File: config.mk
export PLATFORM = sky130hd
export DESIGN_NAME = button_debounce_press_queue_core
export DESIGN_NICKNAME = d
export VERILOG_FILES = /design/src/sv/bdpq_pkg.sv /design/src/sv/bdpq_ram.sv /design/src/sv/button_debounce_press_queue_core.sv
export VERILOG_INCLUDE_DIRS = /design/src /design/src/sv
export SDC_FILE = /design/constraint.sdc
export NUM_CORES = 1
export LEC_CHECK = 0
export BUFFER_PORTS_ARGS = -buffer_cell sky130_fd_sc_hd__buf_2
export CAP_MARGIN = 20
export CORE_MARGIN = 8
export CORE_UTILIZATION = 25
export CTS_CLUSTER_SIZE = 24
export DETAILED_ROUTE_END_ITERATION = 7
export PLACE_DENSITY = 0.4
export SKIP_CTS_REPAIR_TIMING = 1
export SYNTH_ARGS = -nofsm -noshare
export SYNTH_HDL_FRONTEND = slang
export SYNTH_SLANG_ARGS = --single-unit
File: constraint.sdc
create_clock -name clk -period 6.2 [get_ports clk]
set_input_delay 0.93 -clock clk [delete_from_list [all_inputs] [get_ports clk]]
set_output_delay 0.93 -clock clk [all_outputs]
set_load 0.01 [all_outputs]
File: src/sv/button_debounce_press_queue_core_macros.svh
// Assertion macros shared by the debounce press queue RTL.
`ifndef BUTTON_DEBOUNCE_PRESS_QUEUE_CORE_MACROS_SVH
`define BUTTON_DEBOUNCE_PRESS_QUEUE_CORE_MACROS_SVH

// same-cycle implication, clocked on clk, disabled in reset
`define BDPQ_ASSERT_IMP(label, ante, cons) \
    label: assert property (@(posedge clk) disable iff (!rst_n) (ante) |-> (cons)) \
        else $error("bdpq assertion failed");

// next-cycle implication
`define BDPQ_ASSERT_NEXT(label, ante, cons) \
    label: assert property (@(posedge clk) disable iff (!rst_n) (ante) |=> (cons)) \
        else $error("bdpq assertion failed");

`endif

File: src/sv/bdpq_pkg.sv
// Types and constants for the debounce press queue.
package bdpq_pkg;

    localparam int TIME_W   = 32;
    localparam int LEVEL_W  = 4;
    localparam int KEY_W    = 3;
    localparam int QCOUNT_W = 5;
    localparam int CFG_AW   = 2;
    localparam int CFG_DW   = 32;
    localparam int IN_DW    = 40;
    localparam int OUT_DW   = 16;

    localparam logic [CFG_AW-1:0] REG_POLARITY = 2'd0;
    localparam logic [CFG_AW-1:0] REG_DEBOUNCE = 2'd1;
    localparam logic [CFG_AW-1:0] REG_SHORT    = 2'd2;
    localparam logic [CFG_AW-1:0] REG_LONG     = 2'd3;

    localparam logic [LEVEL_W-1:0] POLARITY_RST = 4'd15;
    localparam logic [TIME_W-1:0]  DEBOUNCE_RST = 32'd10000;
    localparam logic [TIME_W-1:0]  SHORT_RST    = 32'd50000;
    localparam logic [TIME_W-1:0]  LONG_RST     = 32'd1000000;

    localparam logic OP_SCAN = 1'b0;
    localparam logic OP_READ = 1'b1;

    typedef enum logic [3:0] {
        ST_IDLE     = 4'b0001,
        ST_DEBOUNCE = 4'b0010,
        ST_PRESSED  = 4'b0100,
        ST_WAITING  = 4'b1000
    } press_state_t;

    typedef struct packed {
        press_state_t       state;
        logic [TIME_W-1:0]  start;
    } btn_entry_t;

endpackage

File: src/sv/bdpq_ram.sv
// Generic simple dual-port RAM with registered read.
module bdpq_ram #(
    parameter int WIDTH = 8,
    parameter int DEPTH = 16
) (
    input  logic                                   clk,
    input  logic                                   we,
    input  logic [(DEPTH > 1 ? $clog2(DEPTH) : 1)-1:0] waddr,
    input  logic [WIDTH-1:0]                       wdata,
    input  logic                                   re,
    input  logic [(DEPTH > 1 ? $clog2(DEPTH) : 1)-1:0] raddr,
    output logic [WIDTH-1:0]                       rdata
);

    logic [WIDTH-1:0] mem [DEPTH];
    logic [WIDTH-1:0] rdata_reg;

    always_ff @(posedge clk)
    begin
        if (we)
        begin
            mem[waddr] <= wdata;
        end
        if (re)
        begin
            rdata_reg <= mem[raddr];
        end
    end

    assign rdata = rdata_reg;

endmodule

File: src/sv/button_debounce_press_queue_core.sv
// Pipeline: 2 stages, the stage 1 registers and then the output registers.
// Throughput: one transaction per cycle when the output is not stalled, set by the
// read-modify-write of the button state memory (with write forwarding) and the key queue memory.
// Reset: asynchronous; clears control state, restores register defaults, marks every
// button entry invalid so it reads as idle with start zero; no clearing pass.
`include "button_debounce_press_queue_core_macros.svh"

module button_debounce_press_queue_core #(
    parameter int NUM_BUTTONS = 4,
    parameter int QUEUE_DEPTH = 16
) (
    input  logic                           clk,
    input  logic                           rst_n,
    input  logic                           s_axis_tvalid,
    output logic                           s_axis_tready,
    // [3:0] raw_levels, [35:4] now_us, [39:36] zero
    input  logic [bdpq_pkg::IN_DW-1:0]     s_axis_tdata,
    // [0] op
    input  logic                           s_axis_tuser,
    output logic                           m_axis_tvalid,
    input  logic                           m_axis_tready,
    // [2:0] key_code, [3] dropped, [8:4] queue_count, [15:9] zero
    output logic [bdpq_pkg::OUT_DW-1:0]    m_axis_tdata,
    // [0] key_valid
    output logic                           m_axis_tuser,
    input  logic                           cfg_we,
    input  logic [bdpq_pkg::CFG_AW-1:0]    cfg_addr,
    input  logic [bdpq_pkg::CFG_DW-1:0]    cfg_wdata
);

    import bdpq_pkg::*;

    localparam int BW = (NUM_BUTTONS > 1) ? $clog2(NUM_BUTTONS) : 1;
    localparam int QW = (QUEUE_DEPTH > 1) ? $clog2(QUEUE_DEPTH) : 1;
    localparam int CW = $clog2(QUEUE_DEPTH + 1);
    localparam int EW = $bits(btn_entry_t);

    // configuration
    logic [LEVEL_W-1:0] polarity_reg;
    logic [TIME_W-1:0]  debounce_reg;
    logic [TIME_W-1:0]  short_reg;
    logic [TIME_W-1:0]  long_reg;

    always_ff @(posedge clk or negedge rst_n)
    begin
        if (!rst_n)
        begin
            polarity_reg <= POLARITY_RST;
            debounce_reg <= DEBOUNCE_RST;
            short_reg    <= SHORT_RST;
            long_reg     <= LONG_RST;
        end
        else if (cfg_we)
        begin
            case (cfg_addr)
                REG_POLARITY: polarity_reg <= cfg_wdata[LEVEL_W-1:0];
                REG_DEBOUNCE: debounce_reg <= cfg_wdata;
                REG_SHORT:    short_reg    <= cfg_wdata;
                REG_LONG:     long_reg     <= cfg_wdata;
                default:      ;
            endcase
        end
    end

    // handshake
    logic in_fire;
    logic s1_fire;
    logic s1_valid_reg;
    logic out_valid_reg;

    assign s1_fire       = s1_valid_reg & (~out_valid_reg | m_axis_tready);
    assign s_axis_tready = ~s1_valid_reg | s1_fire;
    assign in_fire       = s_axis_tvalid & s_axis_tready;

    // stage 1 registers
    logic               s1_op_reg;
    logic [LEVEL_W-1:0] s1_levels_reg;
    logic [TIME_W-1:0]  s1_now_reg;
    logic [BW-1:0]      s1_idx_reg;
    logic               s1_hit_reg;
    logic               s1_btn_fwd_reg;
    btn_entry_t         s1_btn_fwd_data_reg;
    logic               s1_key_fwd_reg;
    logic [KEY_W-1:0]   s1_key_fwd_data_reg;

    // state registers
    logic [BW-1:0]          scan_idx_reg;
    logic [BW-1:0]          scan_idx_next;
    logic [NUM_BUTTONS-1:0] btn_valid_reg;
    logic [QW-1:0]          rd_ptr_reg;
    logic [QW-1:0]          rd_ptr_next;
    logic [QW-1:0]          wr_ptr_reg;
    logic [QW-1:0]          wr_ptr_next;
    logic [CW-1:0]          count_reg;
    logic [CW-1:0]          count_next;

    // memories
    logic             btn_we;
    btn_entry_t       btn_wdata;
    logic [EW-1:0]    btn_rdata;
    logic             key_we;
    logic [KEY_W-1:0] key_wdata;
    logic [KEY_W-1:0] key_rdata;

    bdpq_ram #(
        .WIDTH (EW),
        .DEPTH (NUM_BUTTONS)
    ) u_btn_ram (
        .clk   (clk),
        .we    (btn_we),
        .waddr (s1_idx_reg),
        .wdata (btn_wdata),
        .re    (in_fire),
        .raddr (scan_idx_reg),
        .rdata (btn_rdata)
    );

    bdpq_ram #(
        .WIDTH (KEY_W),
        .DEPTH (QUEUE_DEPTH)
    ) u_key_ram (
        .clk   (clk),
        .we    (key_we),
        .waddr (wr_ptr_reg),
        .wdata (key_wdata),
        .re    (in_fire),
        .raddr (rd_ptr_next),
        .rdata (key_rdata)
    );

    // pressed flag per button; buttons past the input width read level 0, polarity 0
    logic [NUM_BUTTONS-1:0] down_vec;

    for (genvar i = 0; i < NUM_BUTTONS; i++)
    begin : g_down
        if (i < LEVEL_W)
        begin : g_pin
            assign down_vec[i] = s1_levels_reg[i] ~^ polarity_reg[i];
        end
        else
        begin : g_none
            assign down_vec[i] = 1'b1;
        end
    end

    // stage 1 logic
    btn_entry_t        entry;
    logic [TIME_W-1:0] held;
    logic              down;
    logic              found;
    logic              is_long;
    logic              full;
    logic [KEY_W-1:0]  res_code;
    logic              res_valid;
    logic              res_drop;

    always_comb
    begin
        if (s1_btn_fwd_reg)
        begin
            entry = s1_btn_fwd_data_reg;
        end
        else if (s1_hit_reg)
        begin
            entry = btn_entry_t'(btn_rdata);
        end
        else
        begin
            entry.state = ST_IDLE;
            entry.start = '0;
        end

        held      = s1_now_reg - entry.start;
        down      = down_vec[s1_idx_reg];
        found     = 1'b0;
        is_long   = 1'b0;
        btn_wdata = entry;

        case (entry.state)
            ST_IDLE:
            begin
                if (down)
                begin
                    btn_wdata.state = ST_DEBOUNCE;
                    btn_wdata.start = s1_now_reg;
                end
            end
            ST_DEBOUNCE:
            begin
                if (!down)
                begin
                    btn_wdata.state = ST_IDLE;
                end
                else if (held > debounce_reg)
                begin
                    btn_wdata.state = ST_PRESSED;
                end
            end
            ST_PRESSED:
            begin
                if (down)
                begin
                    if (held > long_reg)
                    begin
                        found           = 1'b1;
                        is_long         = 1'b1;
                        btn_wdata.state = ST_WAITING;
                    end
                end
                else
                begin
                    found           = held > short_reg;
                    btn_wdata.state = ST_IDLE;
                end
            end
            ST_WAITING:
            begin
                if (!down)
                begin
                    btn_wdata.state = ST_IDLE;
                end
            end
            default:
            begin
                btn_wdata.state = ST_IDLE;
            end
        endcase

        full      = (count_reg == CW'(QUEUE_DEPTH));
        key_wdata = KEY_W'({s1_idx_reg, is_long});

        res_valid   = 1'b0;
        res_code    = '0;
        res_drop    = 1'b0;
        btn_we      = 1'b0;
        key_we      = 1'b0;
        rd_ptr_next = rd_ptr_reg;
        wr_ptr_next = wr_ptr_reg;
        count_next  = count_reg;

        if (s1_op_reg == OP_SCAN)
        begin
            btn_we = s1_fire;
            if (found)
            begin
                res_valid = 1'b1;
                res_code  = key_wdata;
                res_drop  = full;
                if (!full)
                begin
                    key_we = s1_fire;
                end
            end
        end
        else if (count_reg != '0)
        begin
            res_valid = 1'b1;
            res_code  = s1_key_fwd_reg ? s1_key_fwd_data_reg : key_rdata;
        end

        if (s1_fire)
        begin
            if (key_we)
            begin
                wr_ptr_next = (wr_ptr_reg == QW'(QUEUE_DEPTH - 1)) ? '0 : wr_ptr_reg + 1'b1;
                count_next  = count_reg + 1'b1;
            end
            else if (s1_op_reg == OP_READ && res_valid)
            begin
                rd_ptr_next = (rd_ptr_reg == QW'(QUEUE_DEPTH - 1)) ? '0 : rd_ptr_reg + 1'b1;
                count_next  = count_reg - 1'b1;
            end
        end

        scan_idx_next = scan_idx_reg;
        if (in_fire && s_axis_tuser == OP_SCAN)
        begin
            scan_idx_next = (scan_idx_reg == BW'(NUM_BUTTONS - 1)) ? '0
                                                                   : scan_idx_reg + 1'b1;
        end
    end

    // control state
    always_ff @(posedge clk or negedge rst_n)
    begin
        if (!rst_n)
        begin
            s1_valid_reg  <= 1'b0;
            out_valid_reg <= 1'b0;
            scan_idx_reg  <= '0;
            btn_valid_reg <= '0;
            rd_ptr_reg    <= '0;
            wr_ptr_reg    <= '0;
            count_reg     <= '0;
        end
        else
        begin
            if (s_axis_tready)
            begin
                s1_valid_reg <= s_axis_tvalid;
            end
            out_valid_reg <= s1_fire | (out_valid_reg & ~m_axis_tready);
            scan_idx_reg  <= scan_idx_next;
            if (btn_we)
            begin
                btn_valid_reg[s1_idx_reg] <= 1'b1;
            end
            rd_ptr_reg <= rd_ptr_next;
            wr_ptr_reg <= wr_ptr_next;
            count_reg  <= count_next;
        end
    end

    // payload
    logic [KEY_W-1:0]    out_code_reg;
    logic                out_key_valid_reg;
    logic                out_drop_reg;
    logic [QCOUNT_W-1:0] out_count_reg;

    always_ff @(posedge clk)
    begin
        if (in_fire)
        begin
            s1_op_reg           <= s_axis_tuser;
            s1_levels_reg       <= s_axis_tdata[LEVEL_W-1:0];
            s1_now_reg          <= s_axis_tdata[LEVEL_W +: TIME_W];
            s1_idx_reg          <= scan_idx_reg;
            s1_hit_reg          <= btn_valid_reg[scan_idx_reg];
            s1_btn_fwd_reg      <= btn_we && (s1_idx_reg == scan_idx_reg);
            s1_btn_fwd_data_reg <= btn_wdata;
            s1_key_fwd_reg      <= key_we && (wr_ptr_reg == rd_ptr_next);
            s1_key_fwd_data_reg <= key_wdata;
        end
        if (s1_fire)
        begin
            out_key_valid_reg <= res_valid;
            out_code_reg      <= res_code;
            out_drop_reg      <= res_drop;
            out_count_reg     <= QCOUNT_W'(count_next);
        end
    end

    assign m_axis_tvalid = out_valid_reg;
    assign m_axis_tuser  = out_key_valid_reg;
    assign m_axis_tdata  = {{(OUT_DW - QCOUNT_W - 1 - KEY_W){1'b0}},
                            out_count_reg, out_drop_reg, out_code_reg};

    `BDPQ_ASSERT_IMP(a_count_bound, 1'b1, count_reg <= CW'(QUEUE_DEPTH))
    `BDPQ_ASSERT_IMP(a_empty_ptrs, count_reg == '0, rd_ptr_reg == wr_ptr_reg)
    `BDPQ_ASSERT_IMP(a_drop_full, s1_fire && res_drop, full && !key_we)
    `BDPQ_ASSERT_NEXT(a_empty_read, s1_fire && s1_op_reg == OP_READ && count_reg == '0,
                      out_valid_reg && !out_key_valid_reg)

endmodule
### Word level (Yosys, flattened, before mapping)

Memory sizes are Yosys's and may differ from the RTL's. A register that Yosys moved wholly into a read port is not among the register bits.
Index checks and enable logic that the tools add are counted.
Widths: inputs -> output; s select.

* reduce and logical (&&, ||, !) cells: 13
* mux-type cells: 45
* bitwise gates (word level): 16
* order comparisons: 6
* add/sub/neg operators: 6
* equality and inequality tests: 13

Operator list (count)
* $mux 36: 3
* $gt 32x32->1: 3
* $mux 4: 10
* $mux 32: 1
* $sub 32x32->32: 1
* $mux 1: 19
* $pmux 4 s4: 1
* $mux 5: 3
* $eq 4x4->1 const B: 3
* $mux 3: 4
* $reduce_and 2->1: 5
* $add 4x1->4 const B: 2
* $eq 2x2->1 const B: 3
* $lt 2x3->1 const B: 2
* $add 5x1->5 const B: 1
* $eq 5x5->1 const B: 1
* $logic_and 1x1->1: 5
* $not 1->1: 5
* $reduce_bool 5->1: 1
* $sub 5x1->5 const B: 1
* $bmux 1 s2: 2
* $eq 4x1->1 const B: 1
* $eq 4x2->1 const B: 1
* $eq 4x3->1 const B: 1
* other kinds (13): 20

* memories: 2
* RAM bits: 192
* word-level logic and storage cells: 126
* bits in registers: 212
* output and inout bits: 19

Memory list
* u_btn_ram.mem: depth 4, width 36, read ports 1, clocked after Yosys merged registers in 1, write ports 1, line bdpq_ram.sv:15 `logic [WIDTH-1:0] mem [DEPTH];`
* u_key_ram.mem: depth 16, width 3, read ports 1, clocked after Yosys merged registers in 1, write ports 1, line bdpq_ram.sv:15

### Depth between registers and ports, before layout

* depth after elaboration: 15
* gate-level depth with buffers: 27
* mapped depth without buffers: 25

### Modules after synthesis

Synthesis repeated with hierarchy kept, for this count alone.

* cell total of the unflattened synthesis: 1464
* area, all modules: 20950.1 um2

Modules (own cells, without submodules)
* button_debounce_press_queue_core: cells each 1133, instances 1, seq. area each 5788.1 um2, area an instance 12547.0 um2
* bdpq_ram at u_btn_ram: cells each 228, instances 1, seq. area each 5405.2 um2, area an instance 6361.1 um2
* bdpq_ram at u_key_ram: cells each 103, instances 1, seq. area each 1531.5 um2, area an instance 2042.0 um2

### Least setup slack after synthesis

No wires, ideal clock.

* kind: reg2reg
* start point: register s1_btn_fwd_reg
* end point: register out_count_reg[2] (data pin)
* data required time: 5.936 ns
* cell stages (with the launch flop): 28
* slack: -0.226 ns
* buffers on the path: 3
* arrival: 6.162 ns
* clock period less this slack: 6.426 ns
* path through: edfxtp_1 and2b_1 clkbuf_1 clkbuf_1 a22oi_1 ha_1 a21o_1 a21o_1 maj3_1 a31oi_1 o31ai_2 a2111oi_2 nor2_1 a21oi_2 mux2i_1 a2111oi_2 ha_1 nand4_1 nor4_1 nand4_1 and2_0 a22oi_1 o21ai_1 a221o_1 and2_1 clkbuf_1 a22oi_1 xnor2_1

* cells in the longest elaborated chain, start to end: 12
* elaborated cells between the ends (all ways): 16
* those cells by class: add/sub: 1; order compare: 2; eq/ne: 1; mux: 11; reduce/logical: 1

RTL lines
* from (decl): line button_debounce_press_queue_core.sv:81 `logic s1_btn_fwd_reg;`
* from (signal assigned): line button_debounce_press_queue_core.sv:329 `s1_btn_fwd_reg <= btn_we && (s1_idx_reg == scan_idx_reg);`
* $mux 36 *: line button_debounce_press_queue_core.sv:159 `if (s1_btn_fwd_reg)`
* $sub 32x32->32: line button_debounce_press_queue_core.sv:173 `held = s1_now_reg - entry.start;`
* $gt 32x32->1: line button_debounce_press_queue_core.sv:203 `if (held > long_reg)`
* $mux 1: line button_debounce_press_queue_core.sv:203
* $mux 1: line button_debounce_press_queue_core.sv:201 `if (down)`
* $mux 1 *: line button_debounce_press_queue_core.sv:179 `case (entry.state)`
* $mux 1: line button_debounce_press_queue_core.sv:244 `if (found)`
* $mux 1: line button_debounce_press_queue_core.sv:241 `if (s1_op_reg == OP_SCAN)`
* $logic_and 1x1->1: line button_debounce_press_queue_core.sv:268 `else if (s1_op_reg == OP_READ && res_valid)`
* $mux 5: line button_debounce_press_queue_core.sv:268
* $mux 5 *: line button_debounce_press_queue_core.sv:263 `if (key_we)`
* $mux 5 *: line button_debounce_press_queue_core.sv:261 `if (s1_fire)`
* via count_next[2]: line button_debounce_press_queue_core.sv:95 `logic [CW-1:0] count_next;`
* to (signal assigned): line button_debounce_press_queue_core.sv:339 `out_count_reg <= QCOUNT_W'(count_next);`
* to (decl): line button_debounce_press_queue_core.sv:318 `logic [QCOUNT_W-1:0] out_count_reg;`

Mark *: on every way through the listed nets, which the timed path passes. The rest lies on a longest branch.
A chain may end at the register's enable or synchronous reset.

### Worst setup path after layout

* start point: register s1_btn_fwd_reg
* end point: register out_count_reg[4] (data pin)

The elaborated chain is that of the path after synthesis.

==> impl_metrics.ini <==
[outcome]
status = finished, violations left
violations = setup timing

[placed_design]
placedCellCount = 2753
dp_hpwl_mm = 37.7
numPortBuffers = 87
gp_congestion = 0.758

[floorplanning]
top_level_ports = 99
coreArea_mm2 = 0.0833
dieArea_mm2 = 0.0933
dieWidth_um = 305
std_cell_rows = 106
initial_core_util = 0.251
die_h_um = 305

[sta]
finalSetupTns_ps = -53.3
hold_violations = 0
layout_setup_ws_ps = -35.5
tightestPinTransition_ps = 923
finalCritPeriodShare = 1.01
relSlewSlack = 0.383
fin_crit_ps = 6240
maxSlewViolCount = 0
grt_setup_unrepaired = true
fin_skew_ps = 45.6
hold_ws_ps = 310
setup_viol = 9
max_freq_mhz = 160

[logic_synthesis]
yosys_warnings = 0
ys_seq_area_frac = 0.607
synth-edff-count = 322
syn_avg_cell_area_um2 = 14.3
syn_inst = 1461
synth.distinct_cells = 78
synth_area_mm2 = 0.0209
synthArstFlopShare = 0.273
synth_flop_cell = edfxtp_1
ys_ff_latch = 443

[power]
p_per_area_mw_per_mm2 = 441
p_leak_nw = 10.3
irDropWorstVdd_v = 0.000195

[finish]
layout_commonest_cell = edfxtp_1
finalNonFillerCells = 2856
fillers = 8330
largestRegisters = u_btn_ram.mem: 144 flops, u_key_ram.mem: 48 flops
layout-drive-gt1-share = 0.341
largest_reg_flops = 144
finalNetCount = 1941
final_cell_mix = edfxtp_1, buf_4, ha_1
regMostFlops = u_btn_ram.mem
area_delta_synth_final_pct = 24.6

[worst_setup_path]
cp_slowest_cell = a221o_2
start_kind = flop
max_stage_delay_ps = 450
critPathArrivalTime_ps = 6590
cp-end-kind = flop
required_ps = 6550
cp_max_fo = 4
critical_path_class = reg2reg

[global_route]
grt_pass1_vias = 13500
antenna_found_initial = 5
track_usage = 0.114
overflow = 0
grt_pass1_wl_mm = 82.6
grt_max_degree = 46

[cts]
cts_num_sinks = 443
cts_buffer_depth = 3
clk_pin_slew_ps = 60
cts_made_buffers = 53
root_buffer = clkbuf_16
cts_tree = done
clkLatencyLatePin_ps = 620
htreeDepth = 2

[worst_hold_path]
worstHoldPathType = in2async

[detailed_routing]
ant_nets = 0
wl_per_cell_um = 18.8
drt_pass1_iterations = 4
avgViaCountPerCell = 4.43
vias = 12700
route.detailed.drc = 0
wl_mm = 53.6
drt_iter0_markers = 629

[job]
max_cap_viol_count = 0
where the power goes:
part | internal (mW) | switching [mW]
clock | 1.93 | 1.27
combinational | 1.97 | 2.30
sequential | 3.83 | 0.199
total | 7.73 | 3.77
per-stage QoR:
stage / cell area (um2) / power (mW) / worst slack, ps / util
floorplan: 21000 / 6.56 / 11.1 / -
global placement: 23900 / 8.20 / -492 / 0.287
detailed placement: 23900 / 8.25 / -521 / 0.287
CTS: 25700 / 11.5 / -620 / 0.308
global route: 26100 / 12.3 / -383 / 0.313
finish: 26100 / 11.5 / -35.5 / 0.313
final timing paths:
check / startpoint / to / slack, ps / cells past startpoint
max: s1_btn_fwd_reg / out_count_reg[4] / -40 / 28
min in group clk: btn_valid_reg[1] / btn_valid_reg[1] / 470 / 1
min reg2reg: btn_valid_reg[1] / btn_valid_reg[1] / 470 / 1
max in group asynchronous: rst_n / scan_idx_reg[0] / 4780 / 2
min: rst_n / btn_valid_reg[1] / 310 / 1
max reg2reg: s1_btn_fwd_reg / out_count_reg[4] / -40 / 28
synth_stat cells (all sizes together) (5+ instances only):
master	count	area (um2)
a22oi	31	238
nor2b	9	56.3
and3	12	80.1
nor4	9	56.3
xor2	21	184
o21ai	38	190
nor2	70	263
or2	9	56.3
a21o	46	345
nor3	13	65.1
a211oi	5	37.5
dfrtp	99	2480
and4	6	52.6
a21oi	85	429
edfxtp	322	9670
clkbuf	28	105
inv	115	432
mux2i	7	70.1
dfstp	22	578
mux2	102	1150
nand3b	7	52.6
nand4	25	156
nand3	15	75.1
maj3	7	72.6
ha	130	1630
a31oi	6	37.5
mux4	53	1190
xnor2	28	245
and2	9	56.3
buf	23	123
o21a	10	75.1
nand2	32	123
a2111oi	5	76.3
nand2b	13	81.3
routing by layer:
metal / global-route usage / up-vias / share of wire
met5: 0 / - / 0
met4: 0.0292 / 0 / 0.022
met3: 0.0189 / 77 / 0.031
met2: 0.190 / 156 / 0.47
met1: 0.155 / 6344 / 0.47
li1: - / 6076 / -
worst max-delay path, delay by kind of cell, from the launching register on:
kind / cells / cell delay (ps)
AND/OR/NAND/NOR: 7 / 1310
AO/OA/AOI/OAI: 11 / 2410
flip-flops: 1 / 420
adder cells (fa/ha/maj): 4 / 980
XOR/XNOR: 1 / 160
buffers and inverters: 5 / 690
kinds of logic (layout without fill, tap and decap cells):
kind of cell,count (synthesis),count (layout),share of synthesized area
other cells,1,8,0.000179
mux,162,162,0.115
simple gates,238,238,0.0593
compound gates,265,265,0.0848
xor+xnor,49,49,0.0205
buf+inv,166,474,0.0315
fa+ha+maj,137,137,0.0811
flops,443,443,0.607
area by class of cell:
class                      instances  area (um2)  share of cell area
antenna                            1        2.50           0.0000959
clock buffer                      66        1390              0.0531
clock inverter                    33         420              0.0161
inverter                         115         432              0.0165
multi-input combinational        858        8010               0.307
sequential                       443       12700               0.488
tap                             1080        1350              0.0518
timing repair buffer             260        1770              0.0679
Power figures use the tool's default switching activity.
